$ cat config.mk
export PLATFORM = sky130hd
export DESIGN_NAME = display_driver_chain_serializer
export DESIGN_NICKNAME = d
export VERILOG_FILES = /design/src/rtl/ddcs_pkg.sv /design/src/rtl/ddcs_seq.sv /design/src/rtl/ddcs_shifter.sv /design/src/rtl/display_driver_chain_serializer.sv
export SDC_FILE = /design/constraint.sdc
export NUM_CORES = 1
export LEC_CHECK = 0
export ABC_AREA = 1
export BUFFER_PORTS_ARGS = -buffer_cell sky130_fd_sc_hd__buf_4
export CORE_MARGIN = 5
export CORE_UTILIZATION = 58
export CTS_BUF_LIST = sky130_fd_sc_hd__clkbuf_2 sky130_fd_sc_hd__clkbuf_4 sky130_fd_sc_hd__clkbuf_8
export CTS_CLUSTER_SIZE = 24
export DETAILED_ROUTE_END_ITERATION = 16
export PLACE_DENSITY = 0.92
export SYNTH_ARGS = -nofsm -noshare
export SYNTH_HDL_FRONTEND = slang
export SYNTH_SLANG_ARGS = --single-unit
$ cat constraint.sdc
create_clock -name clk -period 2 [get_ports clk]
set_input_delay 0.4 -clock clk [delete_from_list [all_inputs] [get_ports clk]]
set_output_delay 0.4 -clock clk [all_outputs]
set_load 0.01 [all_outputs]
$ cat src/rtl/ddcs_pkg.sv
package ddcs_pkg;

	localparam int FRAME_BITS = 16;
	localparam int BIT_W      = 4;
	localparam int POS_W      = 3;
	localparam logic [7:0] NOOP_BYTE = 8'h00;

	localparam logic OP_TARGETED = 1'b0;
	localparam logic OP_BROADCAST = 1'b1;

	// Control from the sequencer to the frame shifter.
	typedef struct packed {
		logic             start;
		logic             next_frame;
		logic             shift;
		logic [POS_W-1:0] pos_next;
	} ctrl_t;

	// Frame for one chain position: address/data, or a no-op of zeros.
	function automatic logic [FRAME_BITS-1:0] frame_word(
		input logic             op,
		input logic [POS_W-1:0] target,
		input logic [POS_W-1:0] pos,
		input logic [7:0]       addr,
		input logic [7:0]       data
	);
		logic hit;
		hit = (op == OP_BROADCAST) || (target == pos);
		frame_word = hit ? {addr, data} : {NOOP_BYTE, NOOP_BYTE};
	endfunction

endpackage

$ cat src/rtl/ddcs_seq.sv
module ddcs_seq
	import ddcs_pkg::*;
(
	input  logic             clk,
	input  logic             arst_n,
	input  logic             in_fire,
	input  logic             out_fire,
	input  logic [POS_W-1:0] count,
	output logic             busy,
	output logic             last,
	output ctrl_t            ctrl
);

	localparam logic ST_IDLE = 1'b0;
	localparam logic ST_SEND = 1'b1;

	logic             state_q;
	logic [BIT_W-1:0] bit_q;
	logic [POS_W-1:0] pos_q;
	logic [POS_W-1:0] n_q;
	logic             frame_end;

	assign busy      = (state_q == ST_SEND);
	assign frame_end = (bit_q == BIT_W'(FRAME_BITS - 1));
	assign last      = busy && frame_end && (pos_q == n_q);

	always_comb begin
		ctrl.start      = in_fire && (count != '0);
		ctrl.next_frame = out_fire && frame_end && !last;
		ctrl.shift      = out_fire && !frame_end;
		ctrl.pos_next   = pos_q + POS_W'(1);
	end

	always_ff @(posedge clk or negedge arst_n) begin
		if (!arst_n) begin
			state_q <= ST_IDLE;
			bit_q   <= '0;
			pos_q   <= '0;
			n_q     <= '0;
		end else begin
			unique case (state_q)
				ST_IDLE: begin
					if (ctrl.start) begin
						state_q <= ST_SEND;
						bit_q   <= '0;
						pos_q   <= POS_W'(1);
						n_q     <= count;
					end
				end
				ST_SEND: begin
					if (out_fire) begin
						if (last) begin
							state_q <= ST_IDLE;
						end else if (frame_end) begin
							bit_q <= '0;
							pos_q <= ctrl.pos_next;
						end else begin
							bit_q <= bit_q + BIT_W'(1);
						end
					end
				end
				default: state_q <= ST_IDLE;
			endcase
		end
	end

endmodule

$ cat src/rtl/ddcs_shifter.sv
module ddcs_shifter
	import ddcs_pkg::*;
(
	input  logic             clk,
	input  ctrl_t            ctrl,
	input  logic             op,
	input  logic [POS_W-1:0] target_chip,
	input  logic [7:0]       reg_addr,
	input  logic [7:0]       data_byte,
	output logic             serial_bit
);

	logic                  op_q;
	logic [POS_W-1:0]      target_q;
	logic [7:0]            addr_q;
	logic [7:0]            data_q;
	logic [FRAME_BITS-1:0] shift_q;

	assign serial_bit = shift_q[FRAME_BITS-1];

	// The first frame is built from the incoming word, later ones from the held copy.
	always_ff @(posedge clk) begin
		if (ctrl.start) begin
			op_q     <= op;
			target_q <= target_chip;
			addr_q   <= reg_addr;
			data_q   <= data_byte;
			shift_q  <= frame_word(op, target_chip, POS_W'(1), reg_addr, data_byte);
		end else if (ctrl.next_frame) begin
			shift_q <= frame_word(op_q, target_q, ctrl.pos_next, addr_q, data_q);
		end else if (ctrl.shift) begin
			shift_q <= {shift_q[FRAME_BITS-2:0], 1'b0};
		end
	end

endmodule

$ cat src/rtl/display_driver_chain_serializer.sv
// The first bit is presented in the cycle after the input word is accepted.
// One input word is sent as N frames of 16 bits, N the chain length (at most
// MAX_CHIPS); the single frame shift register emits one bit per cycle while the
// output side does not stall, and the input side is held off until the last bit leaves.
// Reset (arst_n low, asynchronous): idle, no output, chain length register set to 3.
module display_driver_chain_serializer
	import ddcs_pkg::*;
#(
	parameter int MAX_CHIPS = 4
) (
	input  logic        clk,
	input  logic        arst_n,
	// Configuration: chain length, written whenever cfg_we is high.
	input  logic        cfg_we,
	input  logic [2:0]  cfg_wdata,
	// Input word stream.
	input  logic        s_tvalid,
	output logic        s_tready,
	input  logic [23:0] s_tdata,   // [2:0] target_chip, [10:3] reg_addr, [18:11] data_byte, rest 0
	input  logic        s_tuser,   // [0] op
	// Serial bit stream.
	output logic        m_tvalid,
	input  logic        m_tready,
	output logic [7:0]  m_tdata,   // [0] serial_bit, rest 0
	output logic        m_tlast    // last_bit
);

	logic [2:0]       chip_count_q;
	logic [POS_W-1:0] count_eff;
	logic             in_fire;
	logic             out_fire;
	logic             busy;
	logic             last;
	logic             serial_bit;
	ctrl_t            ctrl;

	// The chain length register; values above MAX_CHIPS are clamped on use.
	always_ff @(posedge clk or negedge arst_n) begin
		if (!arst_n) begin
			chip_count_q <= 3'd3;
		end else if (cfg_we) begin
			chip_count_q <= cfg_wdata;
		end
	end

	assign count_eff = (chip_count_q > 3'(MAX_CHIPS)) ? POS_W'(MAX_CHIPS) : chip_count_q;

	// A new word is taken only while no burst is in flight. A zero-length chain
	// consumes the word and sends nothing.
	assign s_tready = !busy;
	assign in_fire  = s_tvalid && s_tready;
	assign out_fire = m_tvalid && m_tready;

	ddcs_seq u_seq (
		.clk      (clk),
		.arst_n   (arst_n),
		.in_fire  (in_fire),
		.out_fire (out_fire),
		.count    (count_eff),
		.busy     (busy),
		.last     (last),
		.ctrl     (ctrl)
	);

	// Frames go out MSB first: address byte, then data byte, position 1 first.
	ddcs_shifter u_shifter (
		.clk         (clk),
		.ctrl        (ctrl),
		.op          (s_tuser),
		.target_chip (s_tdata[2:0]),
		.reg_addr    (s_tdata[10:3]),
		.data_byte   (s_tdata[18:11]),
		.serial_bit  (serial_bit)
	);

	assign m_tvalid = busy;
	assign m_tdata  = {7'b0, serial_bit};
	assign m_tlast  = last;

	// Input and output sides are never active together.
	a_excl: assert property (@(posedge clk) disable iff (!arst_n) !(s_tready && m_tvalid))
		else $error("input ready while a burst is in flight");

	// The flagged bit ends the burst.
	a_end: assert property (@(posedge clk) disable iff (!arst_n)
		(m_tvalid && m_tready && m_tlast) |=> !m_tvalid)
		else $error("output still valid after the last bit");

	// A word accepted with a nonempty chain starts a burst.
	a_start: assert property (@(posedge clk) disable iff (!arst_n)
		(s_tvalid && s_tready && (count_eff != '0)) |=> m_tvalid)
		else $error("burst did not start");

	// An empty chain produces no output.
	a_empty: assert property (@(posedge clk) disable iff (!arst_n)
		(s_tvalid && s_tready && (count_eff == '0)) |=> !m_tvalid)
		else $error("output from an empty chain");

endmodule
* Word level (Yosys, flattened, before mapping)
Index checks and enable logic that the tools add are counted.
Storage, ports and cells: bits in registers 50, bits of input ports 33, logic and storage cells 60
Operators by class: $add $sub $neg 2, order comparisons 1, eq/ne operators 8, multiplexer cells 20, bitwise operators 1, reduce and logical (&&, ||, !) cells 18
Operators by type and width (count):
- $mux W16 | 5
- $mux W4 | 4
- $mux W3 | 5
- $logic_and A1 B1 Y1 | 8
- $pmux W4 S2 | 1
- $eq A3 B3 Y1 | 2
- $ne A2 B2 Y1 const B | 3
- $pmux W3 S2 | 1
- $reduce_bool A3 Y1 | 2
- $add A4 B1 Y4 const B | 1
- $eq A4 B4 Y1 const B | 1
- $reduce_and A4 Y1 | 1
- $add A3 B1 Y3 const B | 1
- $eq A3 B1 Y1 const B | 1
- $gt A3 B3 Y1 const B | 1
- $logic_not A1 Y1 | 3
- $mux W1 | 3
- $reduce_and A3 Y1 | 1
- $logic_or A1 B1 Y1 | 2
- $ne A2 B1 Y1 const B | 1
- $pmux W1 S2 | 1
- $reduce_and A2 Y1 | 1
- $not A1 Y1 | 1

* Logic depth before layout (Yosys ltp)
word-level depth 7, gate-level depth with buffers 11

* Modules after synthesis
From an unflattened synthesis, not the netlist that was laid out.
Second synthesis, totals: cells, all modules 323, area, all modules 2762.6 um^2
By module, submodules not included:
- ddcs_shifter | instances 1, cells an instance 191, area each 1794.2 um^2, sequential area each 1081.0 um^2
- ddcs_seq | instances 1, cells an instance 101, area each 752.0 um^2, sequential area each 275.3 um^2
- display_driver_chain_serializer | instances 1, cells an instance 31, area each 216.5 um^2, sequential area each 77.6 um^2

* Least setup slack after synthesis
OpenSTA, ideal clock, no wires.
kind register -> register, start point register chip_count_q[1], end point register u_seq.n_q[2], setup time 0.120 ns, arrival time 1.606 ns, data required time 1.880 ns, slack 0.274 ns, cell stages (with the launch flop) 7, path buffers 0, cells stage by stage dfstp_2 inv_1 nand3_1 nand3_4 inv_1 nand2_1 o21a_1
RTL lines:
- from (decl) | RTL line display_driver_chain_serializer.sv:28 | logic [2:0] chip_count_q;
- from (signal assigned) | RTL line display_driver_chain_serializer.sv:42 | chip_count_q <= cfg_wdata;
- to (signal assigned) | RTL line ddcs_seq.sv:47 | n_q <= count;
- to (decl) | RTL line ddcs_seq.sv:20 | logic [POS_W-1:0] n_q;

* Worst setup path after layout
start point register u_seq.bit_q[1], end point output port m_tlast
Between the ends: word-level cells in the longest chain between the ends 3
RTL lines:
- from (decl) | RTL line ddcs_seq.sv:18 | logic [BIT_W-1:0] bit_q;
- from (signal assigned) | RTL line ddcs_seq.sv:58 | bit_q <= bit_q + BIT_W'(1);
- $eq A4 B4 Y1 | RTL line ddcs_seq.sv:24 | assign frame_end = (bit_q == BIT_W'(FRAME_BITS - 1));
- $logic_and A1 B1 Y1 (2 in series) | RTL line ddcs_seq.sv:25 | assign last = busy && frame_end && (pos_q == n_q);
- to (decl) | RTL line display_driver_chain_serializer.sv:25 | output logic m_tlast
Every way passes these cells.

==> impl_results.md <==
* Outcome: complete, no violations
* Ys flop type: edfxtp_1
* Final wirelength at 5130 µm
* Synth top area cells: edfxtp_1, dfrtp_1, nand2_1
* Max-cap check violation count at 0
* Crit path max fanout at 5
* Maximum VDD drop at roughly 0.84 mV
* DRT Pass-1 Iters at 5
* Critical Path Sink Type: primary output
* Input/output buffers at 31
* Pin count of the biggest net entering global routing at 21
* Count leader, synth: nand2_1
* Clock Sinks at 50
* Unrepaired setup endpoints after global routing: false
* Initial DRC Count at 153
* IO Count at 44
* First-pass GRT wire length at 8510 µm
* CTS Buf Count at 5
* Hold_ws at between 0.2 and 0.3 ns
* Layout cells sized above 1 at 32.4%
* Die Y-Extent at 76.6 µm
* Post-Synthesis Cell Area at 2570 µm²
* Tmin final at between 1.5 and 2 ns
* Dpl hpwl at 3670 µm
* Placer Congestion at 0.873
* Setup TNS at 0 ns
* Max Freq at 0.521 GHz
* Vias per std cell at 5.45
* Skew-Pair Late Insertion Delay at around 0.32 ns
* Mean post-synth cell area at about 10 µm²
* Core region area at 4320 µm²
* PwrDens at 992 nW/µm²
* P_leak at between 1 and 1.5 nW
* Nets at 321
* Initial Util at 59.5%
* Number of global-route vias before repair at between 1.5k and 2k
* CP Class: flip-flop to primary output
* Area of the multi-input gates at between 900 and 1000 µm²
* CTS tree: built
* Max Root-Sink Buffers at 2
* Fraction of registers with async set/reset at between 20 and 30%
* Post-synth top cells: nand2_1, edfxtp_1, inv_1
* Fin crit share at between 90% and 100%
* Clk pin slew, worst setup/hold paths at around 0.090 ns
* # rows at 24
* Routed via count at around 1.8k
* Synth top area share at 42.0%
* CTS H-Tree Depth at 2
* Antenna Nets Post-Route at 0
* GR Overflow Total at 0
* Synth Warn # at 0
* Worst EP arrival at 1.52 ns
* EDFF count, synth at 36
* Distinct cells, synth at 31
* Max Transition Viols Final at 0
* # setup viols final at 0
* Register Area at 1440 µm²
* Die X at approximately 77 µm
* Kind of start point of the critical path: flip-flop
* Initial antenna violation count at 0
* Post-DR wirelength/cell at 15.1 µm
* Mapped Cells at 248
* GR Util All Layers at 18.3%
* Clock skew at between 0.015 and 0.02 ns
* Final core occ at between 60% and 70%
* Ant diodes at 0
* Reg2reg setup slack at approximately 0.15 ns
* Area delta synth->final at 15.3%
* Clock root buffer: clkbuf_8
* DRC violations left at 0
* HP Class: input pin to flip-flop
* Fillers at 318
* Req. time, crit path at 1.60 ns
* Synth area leader: edfxtp_1
* Post-synthesis sequential area ratio at 55.7%
* Power, Total at 2.94 mW
* Synthesis-stage register bit count at 50
* Final Hold Vio Count at 0
* Die footprint at between 5000 and 6000 µm²
timing repair:
| action | in CTS | in global routing |
|---|---|---|
| pin swaps | 1 | 0 |
| buffers inserted | 2 | 0 |
| hold endpoints to repair | 12 | 0 |
| hold buffers | 1 | 0 |
| endpoints found under the setup margin | 1 | 3 |
| resized for setup | 1 | 3 |
path summary, 6_finish.rpt:
| kind | startpoint | endpoint | cells after the start |
|---|---|---|---|
| max in group asynchronous | arst_n | chip_count_q[1]$_DFFE_PN1P_ | 2 |
| hold reg to reg | chip_count_q[0]$_DFFE_PN1P_ | chip_count_q[0]$_DFFE_PN1P_ | 2 |
| hold / removal | s_tdata[12] | u_shifter.data_q[1]$_DFFE_PP_ | 1 |
| setup / recovery | u_seq.bit_q[1]$_DFFE_PN0P_ | m_tlast | 6 |
| setup reg to reg | u_seq.bit_q[0]$_DFFE_PN0P_ | u_shifter.shift_q[1]$_DFFE_PP_ | 10 |
| min in group asynchronous | arst_n | u_seq.bit_q[0]$_DFFE_PN0P_ | 2 |
kinds of logic (layout without fill, tap and decap cells):
kind of cell,count (synthesis),in the layout,synth area share [%]
adders and majority gates,2,2,0.973
other,1,7,0.146
xor gates and xnor gates,1,1,0.341
AOI/OAI and AO/OA,16,16,3.89
DFF,50,50,55.7
buffers and inverters,43,76,9.00
and+or+nand+nor,135,135,29.9
worst max-delay path, cell delays in order, from the launching register on:
cell and delay (ns):
dfrtp_1 0.39, ha_2 0.23, nand3_2 0.15, inv_2 0.10
nand3_2 0.09, nor2_4 0.12, buf_4 0.12
power by group:
group	total (mW)	internal (mW)	switching (mW)	leakage, nW
Sequential	1.42	1.31	0.112	0.506
Combinational	0.790	0.313	0.477	0.757
Clock	0.729	0.401	0.328	0.0593
Total	2.94	2.03	0.917	1.32
state kept, by name, indices dropped and copies added, names as in the netlist:
signal and cells:
u_shifter.data_q 8, u_seq.bit_q 4, u_seq.pos_q 3, u_shifter.op_q 1, u_seq.n_q 3, u_seq.busy 1, chip_count_q 3, u_shifter.shift_q 16
u_shifter.addr_q 8, u_shifter.target_q 3
layer usage:
| layer | vias to the layer above | routed length [µm] | GRT usage (%) |
|---|---|---|---|
| li1 | 881 | - | - |
| met1 | 907 | 2030 | 20.7 |
| met2 | 48 | 2700 | 31.9 |
| met3 | 12 | 272 | 5.20 |
| met4 | 0 | 128 | 8.04 |
| met5 | - | 0 | 0 |
area by class of cell:
class,instances,area share (%)
Multi-Input combinational cell,161,31.6
Sequential cell,50,48.4
Clock inverter,1,1.01
Clock buffer,7,2.83
Inverter,30,3.88
Timing Repair Buffer,38,10.1
Tap cell,52,2.19
cells in the final DEF (no fill, tap or decap), types with 2 or more instances in the layout:
cell,instances
nand2_1,75
buf_4,36
edfxtp_1,36
inv_1,25
nand3_2,23
nand3_1,18
dfrtp_1,11
conb_1,7
o21ai_0,5
clkbuf_8,5
inv_2,4
nor2_1,4
o21ai_1,4
nand2_2,3
nor2_2,3
o22ai_1,3
nor2_4,2
nand2_4,2
dfstp_2,2
clkbuf_4,2
through the flow:
step / worst slack, ns / std cells / instance area [µm²]
after floorplan: 0.274 / 254 / 2590
after global placement: 0.242 / 328 / 2820
after detailed placement: 0.104 / 328 / 2820
after CTS: 0.0456 / 339 / 2960
after global routing: 0.00679 / 339 / 2970
final: 0.0803 / 339 / 2970
Note: power is estimated with default switching activity, not from simulation.
